<file path="src/hw/rtl/spjq_pkg.sv">
// Package for the sorted priority job queue.
// Shared types, field widths and codes; no dependencies.
`default_nettype none

package spjq_pkg;

    localparam int unsigned DEPTH_DEFAULT = 16;

    localparam int unsigned ID_W   = 16;
    localparam int unsigned PRIO_W = 8;
    localparam int unsigned STAT_W = 2;
    localparam int unsigned OCC_W  = 5;

    // action codes (carried on tuser)
    localparam logic ACT_PUSH = 1'b0;
    localparam logic ACT_POP  = 1'b1;

    // result status codes
    localparam logic [STAT_W-1:0] ST_DONE  = 2'd0;
    localparam logic [STAT_W-1:0] ST_FULL  = 2'd1;
    localparam logic [STAT_W-1:0] ST_EMPTY = 2'd2;

    // what one cell shows its neighbors
    typedef struct packed {
        logic              valid;
        logic              gt;     // holds a job ranked after the incoming one
        logic [ID_W-1:0]   id;
        logic [PRIO_W-1:0] prio;
    } t_cell_state;

    // command broadcast to every cell
    typedef struct packed {
        logic              push;
        logic              pop;
        logic [ID_W-1:0]   id;
        logic [PRIO_W-1:0] prio;
    } t_cell_ctrl;

endpackage

`default_nettype wire

</file>
<file path="src/hw/rtl/spjq_cell.sv">
// One slot of the sorted queue: holds a job and shifts with its neighbors.
// Depends on spjq_pkg.
`default_nettype none

module spjq_cell (
    input  wire logic                 i_clk,
    input  wire logic                 i_rst_n,
    input  wire spjq_pkg::t_cell_ctrl  i_ctrl,
    input  wire spjq_pkg::t_cell_state i_left,
    input  wire spjq_pkg::t_cell_state i_right,
    output spjq_pkg::t_cell_state      o_state
);

    logic                        r_valid;
    logic [spjq_pkg::ID_W-1:0]   r_id;
    logic [spjq_pkg::PRIO_W-1:0] r_prio;
    logic                        n_valid;
    logic [spjq_pkg::ID_W-1:0]   n_id;
    logic [spjq_pkg::PRIO_W-1:0] n_prio;
    logic                        w_gt;

    assign w_gt = r_valid && (r_prio > i_ctrl.prio);

    assign o_state.valid = r_valid;
    assign o_state.gt    = w_gt;
    assign o_state.id    = r_id;
    assign o_state.prio  = r_prio;

    always_comb begin
        n_valid = r_valid;
        n_id    = r_id;
        n_prio  = r_prio;
        if (i_ctrl.push) begin
            if (i_left.gt) begin
                // make room: take the left neighbor's job
                n_valid = 1'b1;
                n_id    = i_left.id;
                n_prio  = i_left.prio;
            end else if (i_left.valid && (!r_valid || w_gt)) begin
                // insertion point: first slot past all smaller-or-equal jobs
                n_valid = 1'b1;
                n_id    = i_ctrl.id;
                n_prio  = i_ctrl.prio;
            end
        end else if (i_ctrl.pop) begin
            n_valid = i_right.valid;
            n_id    = i_right.id;
            n_prio  = i_right.prio;
        end
    end

    always_ff @(posedge i_clk) begin
        if (!i_rst_n) begin
            r_valid <= 1'b0;
        end else begin
            r_valid <= n_valid;
        end
        r_id   <= n_id;
        r_prio <= n_prio;
    end

endmodule

`default_nettype wire

</file>
<file path="src/hw/rtl/sorted_priority_job_queue_core.sv">
// Sorted priority job queue: top level with the cell chain and the result register.
// Depends on spjq_pkg and spjq_cell.
//
// A bounded priority queue built as a row of DEPTH cells kept in ascending priority
// order, head in cell 0. Each input word is a push (tuser 0) of a job id and priority or
// a pop (tuser 1) of the head; equal priorities leave in arrival order. Every input word
// gives one output word with status (done, full, empty), the removed job on a successful
// pop (zero otherwise) and the occupancy after the word. All cells compare against the
// incoming priority and shift or load in the same cycle, and the result is registered, so
// a new word is taken every cycle while the output is drained. No clearing pass is needed
// after reset.
`default_nettype none

module sorted_priority_job_queue_core #(
    parameter int unsigned DEPTH = spjq_pkg::DEPTH_DEFAULT
) (
    input  wire logic        i_clk,
    input  wire logic        i_rst_n,
    input  wire logic        s_axis_tvalid,
    output logic             s_axis_tready,
    input  wire logic [23:0] s_axis_tdata,   // job_id[15:0], job_priority[23:16]
    input  wire logic [0:0]  s_axis_tuser,   // action[0]
    output logic             m_axis_tvalid,
    input  wire logic        m_axis_tready,
    output logic [31:0]      m_axis_tdata    // status[1:0], removed_id[17:2],
                                             // removed_priority[25:18], occupancy[30:26]
);

    localparam int unsigned CNT_W = $clog2(DEPTH + 1);

    spjq_pkg::t_cell_ctrl  w_ctrl;
    spjq_pkg::t_cell_state w_cell [DEPTH];
    spjq_pkg::t_cell_state w_edge_left;
    spjq_pkg::t_cell_state w_edge_right;

    logic                          w_accept;
    logic                          w_full;
    logic                          w_empty;
    logic                          w_action;
    logic [CNT_W-1:0]              r_count;
    logic [CNT_W-1:0]              n_count;
    logic [CNT_W+4:0]              w_count_ext;

    logic                          r_m_valid;
    logic [spjq_pkg::STAT_W-1:0]   r_status;
    logic [spjq_pkg::ID_W-1:0]     r_rid;
    logic [spjq_pkg::PRIO_W-1:0]   r_rprio;
    logic [spjq_pkg::OCC_W-1:0]    r_occ;
    logic [spjq_pkg::STAT_W-1:0]   n_status;
    logic [spjq_pkg::ID_W-1:0]     n_rid;
    logic [spjq_pkg::PRIO_W-1:0]   n_rprio;

    assign s_axis_tready = !r_m_valid || m_axis_tready;
    assign w_accept      = s_axis_tvalid && s_axis_tready;
    assign w_action      = s_axis_tuser[0];
    assign w_full        = w_cell[DEPTH-1].valid;
    assign w_empty       = !w_cell[0].valid;

    assign w_ctrl.push = w_accept && (w_action == spjq_pkg::ACT_PUSH) && !w_full;
    assign w_ctrl.pop  = w_accept && (w_action == spjq_pkg::ACT_POP) && !w_empty;
    assign w_ctrl.id   = s_axis_tdata[15:0];
    assign w_ctrl.prio = s_axis_tdata[23:16];

    // head sees a valid, never-greater neighbor; tail sees an empty one
    assign w_edge_left  = '{valid: 1'b1, gt: 1'b0, id: '0, prio: '0};
    assign w_edge_right = '{valid: 1'b0, gt: 1'b0, id: '0, prio: '0};

    for (genvar k = 0; k < DEPTH; k++) begin : g_cell
        spjq_cell u_cell (
            .i_clk   (i_clk),
            .i_rst_n (i_rst_n),
            .i_ctrl  (w_ctrl),
            .i_left  ((k == 0) ? w_edge_left : w_cell[(k == 0) ? 0 : k-1]),
            .i_right ((k == DEPTH-1) ? w_edge_right
                                     : w_cell[(k == DEPTH-1) ? k : k+1]),
            .o_state (w_cell[k])
        );
    end

    always_comb begin
        n_count  = r_count;
        n_status = spjq_pkg::ST_DONE;
        n_rid    = '0;
        n_rprio  = '0;
        if (w_action == spjq_pkg::ACT_PUSH) begin
            if (w_full) begin
                n_status = spjq_pkg::ST_FULL;
            end else begin
                n_count = r_count + 1'b1;
            end
        end else begin
            if (w_empty) begin
                n_status = spjq_pkg::ST_EMPTY;
            end else begin
                n_count = r_count - 1'b1;
                n_rid   = w_cell[0].id;
                n_rprio = w_cell[0].prio;
            end
        end
    end

    assign w_count_ext = (CNT_W + 5)'(n_count);

    always_ff @(posedge i_clk) begin
        if (!i_rst_n) begin
            r_m_valid <= 1'b0;
            r_count   <= '0;
        end else begin
            if (w_accept) begin
                r_m_valid <= 1'b1;
                r_count   <= n_count;
            end else if (m_axis_tready) begin
                r_m_valid <= 1'b0;
            end
        end
        if (w_accept) begin
            r_status <= n_status;
            r_rid    <= n_rid;
            r_rprio  <= n_rprio;
            r_occ    <= w_count_ext[4:0];
        end
    end

    assign m_axis_tvalid = r_m_valid;
    assign m_axis_tdata  = {1'b0, r_occ, r_rprio, r_rid, r_status};

    // checks on the cell chain
    logic [DEPTH-1:0] w_valid_vec;
    logic [DEPTH-1:0] w_misorder;

    for (genvar k = 0; k < DEPTH; k++) begin : g_chk
        assign w_valid_vec[k] = w_cell[k].valid;
        if (k == 0) begin : g_head
            assign w_misorder[k] = 1'b0;
        end else begin : g_body
            assign w_misorder[k] = w_cell[k].valid &&
                                   (!w_cell[k-1].valid || (w_cell[k-1].prio > w_cell[k].prio));
        end
    end

    a_count_matches: assert property (@(posedge i_clk) disable iff (!i_rst_n)
        32'(r_count) == $countones(w_valid_vec))
        else $error("occupancy count disagrees with live cells");

    a_sorted_compact: assert property (@(posedge i_clk) disable iff (!i_rst_n)
        w_misorder == '0)
        else $error("cell chain not compact or not in priority order");

    a_push_grows: assert property (@(posedge i_clk) disable iff (!i_rst_n)
        w_ctrl.push |=> r_count == $past(r_count) + 1'b1)
        else $error("accepted push did not add one job");

    a_pop_head: assert property (@(posedge i_clk) disable iff (!i_rst_n)
        w_ctrl.pop |=> (r_rid == $past(w_cell[0].id)) && (r_status == spjq_pkg::ST_DONE))
        else $error("pop did not return the head job");

endmodule

`default_nettype wire
</file>
<file path="config.mk">
export PLATFORM = sky130hd
export DESIGN_NAME = sorted_priority_job_queue_core
export DESIGN_NICKNAME = d
export VERILOG_FILES = /design/src/hw/rtl/spjq_pkg.sv /design/src/hw/rtl/spjq_cell.sv /design/src/hw/rtl/sorted_priority_job_queue_core.sv
export SDC_FILE = /design/constraint.sdc
export NUM_CORES = 1
export LEC_CHECK = 0
export BUFFER_PORTS_ARGS = -buffer_cell sky130_fd_sc_hd__buf_2
export CORE_ASPECT_RATIO = 0.7
export CORE_UTILIZATION = 48
export CTS_CLUSTER_DIAMETER = 50
export CTS_CLUSTER_SIZE = 28
export DETAILED_ROUTE_END_ITERATION = 8
export PLACE_DENSITY = 0.66
export SETUP_SLACK_MARGIN = 0.02
export SYNTH_ARGS = -nofsm -noshare
export SYNTH_HDL_FRONTEND = slang
export SYNTH_SLANG_ARGS = --single-unit
</file>
<file path="constraint.sdc">
create_clock -name i_clk -period 3.3 [get_ports i_clk]
set_clock_uncertainty 0.1 [all_clocks]
set_input_delay 0.33 -clock i_clk [delete_from_list [all_inputs] [get_ports i_clk]]
set_output_delay 0.33 -clock i_clk [all_outputs]
set_load 0.02 [all_outputs]
</file>
==> metrics.md <==
| Metric | Value |
|---|---|
| Avg Synthesized Cell Area | 11.00 sq um |
| IO Pins | 63 |
| DP Area | 26100 sq um |
| CP Data Arrival Time | 2.90 ns |
| CP Data Required Time | 3.51 ns |
| Hold_buf cts | 1 |
| Area of the multi-input gates | 10840 sq um |
| Worst Hold Class | input port to register |
| Post-synth ARST share | 0% |
| Clock Latency Late Sink | 0.58 ns |
| Chip width | 275.3 um |
| ANT nets after route | 0 |
| Worst Path Max Fanout | 24 |
| Clk slew on worst S/H paths | 0.08 ns |
| Filler Cell Count | 4452 |
| Met3 GRT Util | 6.653% |
| Inst Count DP | 2888 |
| Area growth syn-to-layout | 9.074% |
| Largest net degree at the start of global routing | 92 |
| Diodes inserted | 0 |
| CP delay by family, top | simple AND/OR/NAND/NOR gates |
| CTS Buffer Depth | 3 |
| Setup crit end kind | register |
| Busiest grt layer | met1 |
| Clock sinks | 437 |
| Flop and latch count out of synthesis | 437 |
| Vias | 20368 |
| Die ar. | 53210 sq um |
| Register area share after synthesis | 51.41% |
| Syn Inst Count | 2282 |
| Leakage | 9.752 nW |
| CP Cell Sequence | ha_1 -> a211oi_2 -> nor2_1 -> nand4bb_1 -> and3_1 -> o31a_1 -> buf_12 |
| Worst rel slew slack | 32.24% |
| DRT Wirelength | 75.68 mm |
| Critical setup path kind | register to register |
| # setup viols final | 0 |
| Wire per inst | 25.64 um |
| Core Footprint | 51200 sq um |
| Final Critical Period | 2.687 ns |
| Most frequently used flop master after synthesis | edfxtp_1 |
| PwrDens | 499.7 nW/um^2 |
| Slack of the critical path | 0.6126 ns |
| RSZ-0062 raised after global routing | no |
| Initial antenna violation count | 4 |
| Grt ovf | 0 |
| FP Rows | 69 |
| # DRC | 0 |
| GRT Overall Usage | 28.01% |
| Top post-synthesis cells by area | edfxtp_1 (50%), nand4_1 (8.8%), o211ai_1 (7.7%) |
| Setup WS pre-CTS | 0.4626 ns |
| # nets final | 2404 |
| Hold Vio Cnt, Final | 0 |
| Synth area leader | edfxtp_1 |
| Final Instance Area | 27370 sq um |
| Synthesized cell area | 25100 sq um |
| Vias in the first global route | 19942 |
| Die Ht | 193.3 um |
| Share of the synthesized area in the top cell type | 49.66% |
| Htree depth | 2 |
| Slowest-stage cell, CP | edfxtp_1 |
| Crit start category | register |
| WHS | 0.1049 ns |
| Synth warnings | 0 |
| Drt pass-1 iters | 5 |
| Max Slew Vio Count | 0 |
| Vias per inst | 6.900 |
| Starting density of the core | 49.02% |
| Synth cell types | 57 |
| Global-route wire length before repair | 117.8 mm |
| Cts bufs inserted | 36 |
| Syn Nets | 2433 |
| CTS tree | built |
| Initial DRC count | 2780 |
| Setup bufs post-CTS | 0 |
| Status | finished clean |
| Final period utilization | 81.44% |
| Fmax | 372.1 MHz |
| Worst vdd ir | 376.7 uV |
| Final non-filler cell total | 2952 |
| Maxcap violations | 0 |
| Register area | 12900 sq um |
| Dpl hpwl | 53.70 mm |
| Placer Congestion | 0.9093 |
| Met2 GRT Util | 38.12% |
| # resized after CTS | 0 |
| Post-synth EDFFs | 415 |
| IO Port Bufs | 61 |
| Share of cells above drive strength 1 | 15.32% |
| CTS Root Buffer Type | clkbuf_16 |
| Largest stage delay on the critical path | 0.48 ns |
| Final core utilization | 53.47% |
| Met1 GRT Util | 44.43% |
| Tightest Pin Transition | 1.014 ns |
| WP buf/inv | 1 |
-- layer usage --
layer	vias up	part of all wire (%)
li1	8948	-
met1	10170	46
met2	1140	41
met3	110	11
met4	0	2.0
met5	-	0
-- cell usage after synthesis, drive strengths merged, types with 6 or more instances --
library cell,n
nand2,427
edfxtp,415
nand4,354
o211ai,324
buf,157
ha,122
clkbuf,75
o21ai,50
a21oi,38
inv,38
and2,29
and3,28
mux2i,25
nor2,24
dfxtp,22
nor2b,16
a211oi,14
o221ai,14
o311a,14
and4,11
nand4bb,11
a41oi,9
nand3,7
o311ai,6
xnor2,6
-- kinds of logic after synthesis --
kind of cell	after synthesis	share of synthesized area, %
mux	25	0.9972
flops	437	51.41
compound gates	500	16.55
xor+xnor	7	0.2443
other cells	1	0.01494
fa+ha+maj	122	6.083
buf+inv	270	5.749
simple gates	920	18.95
-- layout by cell type (no fill, tap or decap), types with 4 or more instances in the layout --
cell type,Yosys,routed
nand2_1,424,424
edfxtp_1,415,415
nand4_1,354,354
o211ai_1,258,258
ha_1,122,122
buf_4,12,80
o211ai_2,66,66
buf_2,78,61
o21ai_0,49,49
inv_1,38,38
a21oi_1,38,37
clkbuf_16,0,37
and3_1,27,27
mux2i_1,25,25
buf_12,0,23
nor2_1,23,22
dfxtp_1,22,22
and2_1,19,19
nor2b_1,16,16
o221ai_1,14,14
a211oi_2,12,12
and4_1,11,11
nand4bb_1,11,11
o311a_4,11,11
and2_4,10,10
a41oi_2,0,9
o311ai_0,6,6
nand3_1,6,6
xnor2_1,6,6
nand2b_1,4,4
or3_1,4,4
o21a_1,4,4
a21o_1,4,4
o31a_1,4,4
o221a_2,4,4
inv_8,0,4
inv_12,0,4
clkinv_2,0,4
-- per-stage QoR --
step	TNS [ns]	power (mW)
5_1_grt	0	14.12
6_report	0	13.68
4_1_cts	0	13.65
3_3_place_gp	0	8.902
3_5_place_dp	0	8.997
2_1_floorplan	-9.436	8.255
-- sequential cells by signal (all words and copies together), names as in the netlist --
| name | cells |
|---|---|
| g_cell.u_cell.r_id | 256 |
| g_cell.u_cell.r_prio | 128 |
| g_cell.u_cell.r_valid | 16 |
| m_axis_tvalid | 1 |
| r_count | 5 |
| r_occ | 5 |
| r_rid | 16 |
| r_rprio | 8 |
| r_status | 2 |
-- final timing paths --
kind	from	end	slack, ns	cells past startpoint
setup reg to reg	g_cell[6].u_cell.r_prio[5]	g_cell[7].u_cell.r_id[2]	0.61	7
hold reg to reg	g_cell[15].u_cell.r_id[12]	g_cell[14].u_cell.r_id[12]	0.42	2
setup / recovery	g_cell[6].u_cell.r_prio[5]	g_cell[7].u_cell.r_id[2]	0.61	7
hold / removal	i_rst_n	g_cell[14].u_cell.r_valid	0.10	2
-- where the power goes --
| part | switching [mW] | internal (mW) | total [mW] |
|---|---|---|---|
| logic | 1.45 | 0.713 | 2.16 |
| clock network | 2.37 | 2.36 | 4.73 |
| registers | 0.260 | 6.53 | 6.79 |
-- area by class of cell --
type,instances,area share (%)
Clock buffer,38,3.396
Clock inverter,25,1.220
Inverter,38,0.5211
Multi-Input combinational cell,1575,39.62
Sequential cell,437,47.14
Tap cell,674,3.081
Timing Repair Buffer,165,5.028
No activity file was read; power rests on OpenSTA's default activity.
